<file path="src/sv/byte_ring_packetizer_with_flush_defines.svh">
// Assertion macros shared by the byte ring packetizer RTL.
`ifndef BYTE_RING_PACKETIZER_WITH_FLUSH_DEFINES_SVH
`define BYTE_RING_PACKETIZER_WITH_FLUSH_DEFINES_SVH

// Same-cycle implication, sampled on clk, off while rst_n is low.
`define BRP_ASSERT_SAME(label, ante, cons) \
  label: assert property (@(posedge clk) disable iff (!rst_n) (ante) |-> (cons)) \
    else $error("brp assertion failed");

// Next-cycle implication, sampled on clk, off while rst_n is low.
`define BRP_ASSERT_NEXT(label, ante, cons) \
  label: assert property (@(posedge clk) disable iff (!rst_n) (ante) |=> (cons)) \
    else $error("brp assertion failed");

`endif

</file>
<file path="src/sv/brp_pkg.sv">
// Shared constants, types and helpers for the byte ring packetizer.
`timescale 1ns / 1ps
package brp_pkg;

  localparam int RING_DEPTH    = 256;
  localparam int FRAME_PAYLOAD = 63;
  localparam int PTR_W         = $clog2(RING_DEPTH);
  localparam int CNT_W         = $clog2(FRAME_PAYLOAD + 1);
  localparam int BYTE_W        = 8;
  localparam int TICK_W        = 8;
  localparam logic [TICK_W-1:0] TIMEOUT_RESET = 8'd5;

  localparam logic FUNC_PUSH = 1'b0;
  localparam logic FUNC_TICK = 1'b1;

  typedef logic [PTR_W-1:0]  ptr_t;
  typedef logic [CNT_W-1:0]  cnt_t;
  typedef logic [BYTE_W-1:0] byte_t;
  typedef logic [TICK_W-1:0] tick_t;

  localparam ptr_t PTR_LAST    = ptr_t'(RING_DEPTH - 1);
  localparam ptr_t PAYLOAD_PTR = ptr_t'(FRAME_PAYLOAD);
  localparam cnt_t PAYLOAD_CNT = cnt_t'(FRAME_PAYLOAD);

  // Controller to datapath
  typedef struct packed {
    logic accept;
    logic emit_frame;
    logic emit_ovf;
  } brp_cmd_t;

  // Datapath to controller
  typedef struct packed {
    logic is_tick;
    logic push_full;
    logic tick_frame;
    logic out_free;
    logic last_beat;
  } brp_sts_t;

  function automatic ptr_t ring_next(input ptr_t p);
    return (p == PTR_LAST) ? '0 : ptr_t'(p + 1'b1);
  endfunction

endpackage

</file>
<file path="src/sv/brp_ctrl.sv">
// Sequencing state machine for the byte ring packetizer.
`timescale 1ns / 1ps
module brp_ctrl import brp_pkg::*; (
  input  logic     clk,
  input  logic     rst_n,
  input  logic     in_valid,
  output logic     in_stall,
  input  brp_sts_t sts,
  output brp_cmd_t cmd
);

  localparam logic [1:0] S_IDLE  = 2'd0;
  localparam logic [1:0] S_FRAME = 2'd1;
  localparam logic [1:0] S_OVF   = 2'd2;

  logic [1:0] state_r, state_nxt;

  assign in_stall = (state_r != S_IDLE);

  always_comb begin
    cmd       = '0;
    state_nxt = state_r;
    unique case (state_r)
      S_IDLE: begin
        cmd.accept = in_valid;
        if (in_valid) begin
          if (sts.is_tick && sts.tick_frame) begin
            state_nxt = S_FRAME;
          end else if (!sts.is_tick && sts.push_full) begin
            state_nxt = S_OVF;
          end
        end
      end
      S_FRAME: begin
        // one beat per free output slot, back to idle after the last
        cmd.emit_frame = sts.out_free;
        if (sts.out_free && sts.last_beat) begin
          state_nxt = S_IDLE;
        end
      end
      S_OVF: begin
        cmd.emit_ovf = sts.out_free;
        if (sts.out_free) begin
          state_nxt = S_IDLE;
        end
      end
      default: begin
        state_nxt = S_IDLE;
      end
    endcase
  end

  always_ff @(posedge clk) begin
    if (!rst_n) begin
      state_r <= S_IDLE;
    end else begin
      state_r <= state_nxt;
    end
  end

endmodule

</file>
<file path="src/sv/brp_datapath.sv">
// Ring memory, pointers, idle counter and output register of the packetizer.
`timescale 1ns / 1ps
module brp_datapath import brp_pkg::*; (
  input  logic     clk,
  input  logic     rst_n,
  input  logic     in_func,
  input  byte_t    in_data_byte,
  input  logic     cfg_wr_en,
  input  tick_t    cfg_wr_data,
  input  brp_cmd_t cmd,
  output brp_sts_t sts,
  output logic     out_valid,
  input  logic     out_stall,
  output byte_t    out_frame_byte,
  output logic     out_frame_last,
  output logic     out_overflow
);

  localparam logic [PTR_W:0] DEPTH_EXT = (PTR_W + 1)'(RING_DEPTH);

  byte_t mem [RING_DEPTH];

  ptr_t  rd_ptr_r, rd_ptr_nxt;
  ptr_t  wr_ptr_r, wr_ptr_nxt;
  tick_t idle_r, idle_nxt;
  tick_t timeout_r;
  cnt_t  take_r, take_nxt;
  cnt_t  beat_r, beat_nxt;
  byte_t rd_data_r;
  byte_t out_byte_r, out_byte_nxt;
  logic  out_last_r, out_last_nxt;
  logic  out_ovf_r, out_ovf_nxt;
  logic  out_valid_r, out_valid_nxt;

  logic [PTR_W:0] diff;
  ptr_t  count;
  tick_t idle_inc;
  logic  full, push_ok, tick_acc, big, timed_out, beat_payload;

  assign full     = (ring_next(wr_ptr_r) == rd_ptr_r);
  assign push_ok  = cmd.accept && (in_func == FUNC_PUSH) && !full;
  assign tick_acc = cmd.accept && (in_func == FUNC_TICK);

  always_comb begin
    diff = {1'b0, wr_ptr_r} - {1'b0, rd_ptr_r};
    if (wr_ptr_r < rd_ptr_r) begin
      diff = diff + DEPTH_EXT;
    end
    count = diff[PTR_W-1:0];
  end

  assign idle_inc     = tick_t'(idle_r + 1'b1);
  assign big          = (count >= PAYLOAD_PTR);
  assign timed_out    = (count != '0) && !big && (idle_inc == timeout_r);
  assign beat_payload = (beat_r != '0) && (beat_r <= take_r);

  assign sts.is_tick    = (in_func == FUNC_TICK);
  assign sts.push_full  = full;
  assign sts.tick_frame = big || timed_out;
  assign sts.out_free   = !out_valid_r || !out_stall;
  assign sts.last_beat  = (beat_r == PAYLOAD_CNT);

  always_comb begin
    rd_ptr_nxt    = rd_ptr_r;
    wr_ptr_nxt    = push_ok ? ring_next(wr_ptr_r) : wr_ptr_r;
    idle_nxt      = idle_r;
    take_nxt      = take_r;
    beat_nxt      = beat_r;
    out_byte_nxt  = out_byte_r;
    out_last_nxt  = out_last_r;
    out_ovf_nxt   = out_ovf_r;
    out_valid_nxt = out_valid_r && out_stall;

    if (tick_acc && (count != '0)) begin
      // a full frame or a timeout restarts the idle count
      idle_nxt = (big || timed_out) ? '0 : idle_inc;
      take_nxt = big ? PAYLOAD_CNT : count[CNT_W-1:0];
      beat_nxt = '0;
    end

    if (cmd.emit_frame) begin
      out_valid_nxt = 1'b1;
      out_ovf_nxt   = 1'b0;
      out_last_nxt  = (beat_r == PAYLOAD_CNT);
      beat_nxt      = cnt_t'(beat_r + 1'b1);
      if (beat_r == '0) begin
        out_byte_nxt = {{(BYTE_W - CNT_W){1'b0}}, take_r};
      end else if (beat_payload) begin
        out_byte_nxt = rd_data_r;
        rd_ptr_nxt   = ring_next(rd_ptr_r);
      end else begin
        out_byte_nxt = '0;
      end
    end else if (cmd.emit_ovf) begin
      out_valid_nxt = 1'b1;
      out_ovf_nxt   = 1'b1;
      out_last_nxt  = 1'b0;
      out_byte_nxt  = '0;
    end
  end

  // Write port
  always_ff @(posedge clk) begin
    if (push_ok) begin
      mem[wr_ptr_r] <= in_data_byte;
    end
  end

  // Read port follows the next read pointer so rd_data_r holds the byte at the read pointer
  always_ff @(posedge clk) begin
    rd_data_r <= mem[rd_ptr_nxt];
  end

  always_ff @(posedge clk) begin
    if (!rst_n) begin
      rd_ptr_r    <= '0;
      wr_ptr_r    <= '0;
      idle_r      <= '0;
      timeout_r   <= TIMEOUT_RESET;
      out_valid_r <= 1'b0;
    end else begin
      rd_ptr_r    <= rd_ptr_nxt;
      wr_ptr_r    <= wr_ptr_nxt;
      idle_r      <= idle_nxt;
      out_valid_r <= out_valid_nxt;
      if (cfg_wr_en) begin
        timeout_r <= cfg_wr_data;
      end
    end
  end

  always_ff @(posedge clk) begin
    take_r     <= take_nxt;
    beat_r     <= beat_nxt;
    out_byte_r <= out_byte_nxt;
    out_last_r <= out_last_nxt;
    out_ovf_r  <= out_ovf_nxt;
  end

  assign out_valid      = out_valid_r;
  assign out_frame_byte = out_byte_r;
  assign out_frame_last = out_last_r;
  assign out_overflow   = out_ovf_r;

endmodule

</file>
<file path="src/sv/byte_ring_packetizer_with_flush.sv">
// Top level of the byte ring packetizer with timeout flush.
//
// Input channel (in_valid / in_stall, in_func, in_data_byte): in_func low
// pushes in_data_byte into a 256-entry ring holding up to 255 bytes; in_func
// high is a send tick. Pushes run one per cycle while in_stall is low.
// A push to a full ring is dropped and reported by a single output beat with
// out_overflow set; the input stalls until that beat is in the output register.
// A tick with 63 or more bytes waiting sends a 64-beat frame: count byte 63,
// then 63 ring bytes. A tick with a partial backlog bumps the idle counter;
// when it hits flush_timeout the waiting bytes go out as a zero-padded frame.
// A tick on an empty ring does nothing.
// Output channel (out_valid / out_stall): one registered beat per cycle while
// out_stall is low, payload beats from the ring read port; an accepted frame
// tick is registered into take_r and the S_FRAME state before its count beat
// is loaded, and the input stalls until the frame's last beat is loaded.
// out_stall holds the output register and pauses the frame sequencer.
// cfg_wr_en / cfg_wr_data write flush_timeout, which resets to 5.
// Reset (rst_n low, synchronous) empties the ring and clears the idle counter;
// ring contents are not cleared.
`timescale 1ns / 1ps
`include "byte_ring_packetizer_with_flush_defines.svh"
module byte_ring_packetizer_with_flush import brp_pkg::*; (
  input  logic  clk,
  input  logic  rst_n,
  input  logic  in_valid,
  output logic  in_stall,
  input  logic  in_func,
  input  byte_t in_data_byte,
  output logic  out_valid,
  input  logic  out_stall,
  output byte_t out_frame_byte,
  output logic  out_frame_last,
  output logic  out_overflow,
  input  logic  cfg_wr_en,
  input  tick_t cfg_wr_data
);

  brp_cmd_t cmd;
  brp_sts_t sts;

  brp_ctrl u_ctrl (
    .clk      (clk),
    .rst_n    (rst_n),
    .in_valid (in_valid),
    .in_stall (in_stall),
    .sts      (sts),
    .cmd      (cmd)
  );

  brp_datapath u_dp (
    .clk            (clk),
    .rst_n          (rst_n),
    .in_func        (in_func),
    .in_data_byte   (in_data_byte),
    .cfg_wr_en      (cfg_wr_en),
    .cfg_wr_data    (cfg_wr_data),
    .cmd            (cmd),
    .sts            (sts),
    .out_valid      (out_valid),
    .out_stall      (out_stall),
    .out_frame_byte (out_frame_byte),
    .out_frame_last (out_frame_last),
    .out_overflow   (out_overflow)
  );

  `BRP_ASSERT_SAME(a_ovf_not_last, out_valid && out_overflow, !out_frame_last)
  `BRP_ASSERT_NEXT(a_frame_end_idle, cmd.emit_frame && sts.last_beat, !in_stall)
  `BRP_ASSERT_NEXT(a_full_push_holds, in_valid && !in_stall && !in_func && sts.push_full, in_stall)

endmodule

</file>
<file path="config.mk">
export PLATFORM = sky130hd
export DESIGN_NAME = byte_ring_packetizer_with_flush
export DESIGN_NICKNAME = d
export VERILOG_FILES = /design/src/sv/brp_pkg.sv /design/src/sv/brp_ctrl.sv /design/src/sv/brp_datapath.sv /design/src/sv/byte_ring_packetizer_with_flush.sv
export VERILOG_INCLUDE_DIRS = /design/src /design/src/sv
export SDC_FILE = /design/constraint.sdc
export NUM_CORES = 2
export LEC_CHECK = 0
export BUFFER_PORTS_ARGS = -buffer_cell sky130_fd_sc_hd__buf_2
export CORE_UTILIZATION = 55
export CTS_BUF_LIST = sky130_fd_sc_hd__clkbuf_4 sky130_fd_sc_hd__clkbuf_8
export DETAILED_ROUTE_END_ITERATION = 10
export HOLD_SLACK_MARGIN = 0.06
export PLACE_DENSITY = 0.76
export SLEW_MARGIN = 20
export SYNTH_ARGS = -nofsm -noshare
export SYNTH_HDL_FRONTEND = slang
export SYNTH_SLANG_ARGS = --single-unit
export TNS_END_PERCENT = 30
</file>
<file path="constraint.sdc">
create_clock -name clk -period 5.4 [get_ports clk]
set_input_delay 1.35 -clock clk [delete_from_list [all_inputs] [get_ports clk]]
set_output_delay 1.35 -clock clk [all_outputs]
set_load 0.1 [all_outputs]
</file>
==> qor.txt <==
Die X -> 391 µm
Worst Path Required -> 6240 ps
Worst Hold Depth -> 2
drt pass-1 iters -> 6
Vias per Instance -> 6.24
# port buffers -> 33
count of final max-slew check failures -> 0
Max-slew headroom -> 27.9%
Place WS -> 41.3 ps
Worst Hold End -> u_dp.idle_r[4]
Post CTS Setup Buffer Count -> 0
synthesized netlist net count -> 5059
post-synth top area share -> 74.5%
Hold Crit Start -> u_dp.idle_r[4]
wire length of the first global-routing pass -> 293000 µm
Post-Synth Adder-Cell Area -> 0.339%
Critical Path Fanout Max -> 54
wire per inst -> 26.6 µm
Max Freq -> 191 MHz
Critical Setup Path Class -> register to register
DR DRC count -> 0
reg2reg end -> u_dp.rd_data_r[0]
Top FF cell, synth -> edfxtp_1
post-CTS sizing -> 0
status -> complete, no violations
Area Overhead vs Synth -> 11.5%
Multi-input gate area -> 19000 µm²
Final WS setup -> 175 ps
area leader, netlist -> edfxtp_1
layout cells sized above 1 -> 13.4%
post-route minimum period -> 5220 ps
WP data arrival -> 6060 ps
Syn. warnings -> 0
post-synthesis mux area share -> 12.5%
CP endpoint kind -> register
number of flops mapped to enable cells by yosys -> 2069
grt total ovfl -> 0
largest family of logic cells by synthesized area -> multiplexers
sequential element share of the synthesized area -> 75.6%
CTS tree -> built
Final Hold Viols -> 0
post-synthesis simple-gate area fraction -> 3.38%
num rows -> 142
Fill cells -> 10500
CTS root buf -> clkbuf_8
total of max-cap violations -> 0
Final Setup Violations -> 0
GP Congestion -> 0.892
Total GRT Usage -> 26.0%
Final Skew -> 60.8 ps
storage element area -> 63000 µm²
type of origin of the critical path -> register
die area -> 153000 µm²
asr flop ratio synth -> 0%
Peak VDD IR -> 0.000255 V
post-layout net count -> 5293
pwr dens -> 343 nW/µm²
core outline area -> 150000 µm²
Initial Utilization -> 55.5%
DR iter-0 viols -> 5453
setup_tns -> 0 ps
cts bufs inserted -> 334
htree depth -> 5
Die H -> 391 µm
R2R Setup Slk -> 180 ps
Crit Reg-Reg Startpoint -> u_dp.beat_r[3]
detailed placement HPWL -> 118000 µm
Synth Area in XOR/XNOR -> 0.410%
unrepaired setup endpoints after global routing -> false
Cell variety after synth -> 64
largest net degree at the start of global routing -> 142
LEAKAGE -> 0.0361 µW
r2r worst-path depth -> 15
initial antenna violation count -> 4
Slew @ Worst Pin -> 1080 ps
I/O pin count -> 34
synth top area cells -> edfxtp_1, mux2i_1, o22ai_1
DRT antenna net count -> 0
clock sink count -> 2113
CTS Buffer Depth -> 4
clk_lat worst skew -> 1000 ps
Post-CTS Hold Buffers -> 0
fin crit share -> 96.8%
Yosys reg bits -> 2113
fin util -> 61.9%
mapped cell area -> 83400 µm²
Clock Pin Slew Worst Setup and Hold Paths -> 60 ps
cells after synthesis -> 5015
Hold/Removal Path Class -> register to register
syn avg cell area -> 16.6 µm²
number of global-route vias before repair -> 46100
Vias -> 46800
Total Wirelength -> 200000 µm
post-synthesis compound-gate area fraction -> 6.05%
==> through the flow <==
step                      cell area [µm²]  std cells  total power (µW)  hold slack [ps]
after floorplan                     83400       5015             18900              462
after global placement              86800       6929             19400              486
final                               93000       7495             31900              509
after global routing                93000       7493             32700              525
after CTS                           92900       7491             32000              478
after detailed placement            86800       6929             19400              495
==> cell families (layout without fill, tap and decap cells) <==
group	after synthesis	in the layout
xor+xnor	39	39
other cells	0	4
buf+inv	334	794
mux	1041	1041
flops	2113	2113
fa+ha+maj	22	22
compound gates	850	850
simple gates	616	616
==> placed cells by master (no fill, tap or decap), types with 56 or more instances in the layout <==
cell         n
edfxtp_1  2069
mux2i_1   1038
o22ai_1    513
clkbuf_8   342
nor2_1     300
o21ai_1    159
buf_4      126
o21ai_0    119
clkbuf_4   112
nand2_1     76
clkinv_1    71
nand3_1     56
==> cells in the mapped netlist, drive strengths merged (2+ instances only) <==
cell type,count
o31ai,2
a22oi,7
a31oi,4
nor3b,4
dfxtp,44
a211oi,4
o22ai,513
o21a,4
nand2,91
o211ai,2
o21bai,2
nand3,56
o21ai,278
nand2b,5
a32oi,2
xor2,13
ha,21
clkbuf,161
or3,6
a21boi,11
nor4,13
or2,3
nor3,40
and3,6
nor2b,19
mux2i,1039
and3b,3
buf,146
edfxtp,2069
a21oi,12
xnor2,26
mux2,2
nor2,308
or3b,3
and2,14
nand4,41
inv,27
==> state kept, by name, summed over array words and instances (netlist names) <==
| name | cells |
|---|---|
| u_dp.mem | 2048 |
| u_dp.idle_r | 8 |
| u_dp.out_frame_byte | 8 |
| u_dp.rd_data_r | 8 |
| u_dp.rd_ptr_r | 8 |
| u_dp.timeout_r | 8 |
| u_dp.wr_ptr_r | 8 |
| u_dp.beat_r | 6 |
| u_dp.take_r | 6 |
| u_ctrl.state_r | 2 |
| u_dp.out_frame_last | 1 |
| u_dp.out_overflow | 1 |
| u_dp.out_valid | 1 |
==> layout make-up <==
| cell class | count | area share (%) |
|---|---|---|
| diodes | 4 | 0.0108 |
| clock buffers | 454 | 5.97 |
| clock inverters | 108 | 0.673 |
| inverters | 27 | 0.109 |
| multi-input cells | 2568 | 20.5 |
| flip-flops and latches | 2113 | 67.8 |
| well taps | 2016 | 2.71 |
| repair buffers | 205 | 2.27 |
==> how the worst max path moves through the flow <==
stage	from	to	slack, ps	cells past startpoint
final	u_dp.beat_r[3]	u_dp.rd_data_r[0]	180	15
after global routing	u_dp.beat_r[3]	u_dp.rd_data_r[5]	70	15
after CTS	u_dp.beat_r[3]	u_dp.rd_data_r[0]	310	15
after detailed placement	out_stall	u_dp.rd_data_r[0]	40	15
after global placement	out_stall	u_dp.rd_data_r[6]	90	14
after floorplan	out_stall	u_dp.rd_data_r[1]	1590	15
==> metal layers <==
metal	part of all wire, %	vias to the layer above	track usage, %
met4	4.3	4	12.3
met5	0.015	-	0
met3	9.1	489	4.89
li1	-	20300	-
met2	48	2490	41.2
met1	39	23500	34.8
==> report_power, final <==
part / switching (µW) / total (µW) / internal, µW
Sequential: 29.8 / 18100 / 18000
Combinational: 689 / 1000 / 311
Clock: 5920 / 12800 / 6900
==> critical path, cell delays in order, from the launching register on <==
cell and delay, ps:
edfxtp_1 490, ha_1 380, nand4_1 180, or2_1 370, a211o_1 340, a21oi_4 180
mux2i_4 380, buf_12 230, buf_12 190, buf_12 350, mux2i_1 240, o22ai_1 110
o21ai_0 360, nand4_1 340, nor3_1 740, nor4_1 120
Power figures use the tool's default switching activity.
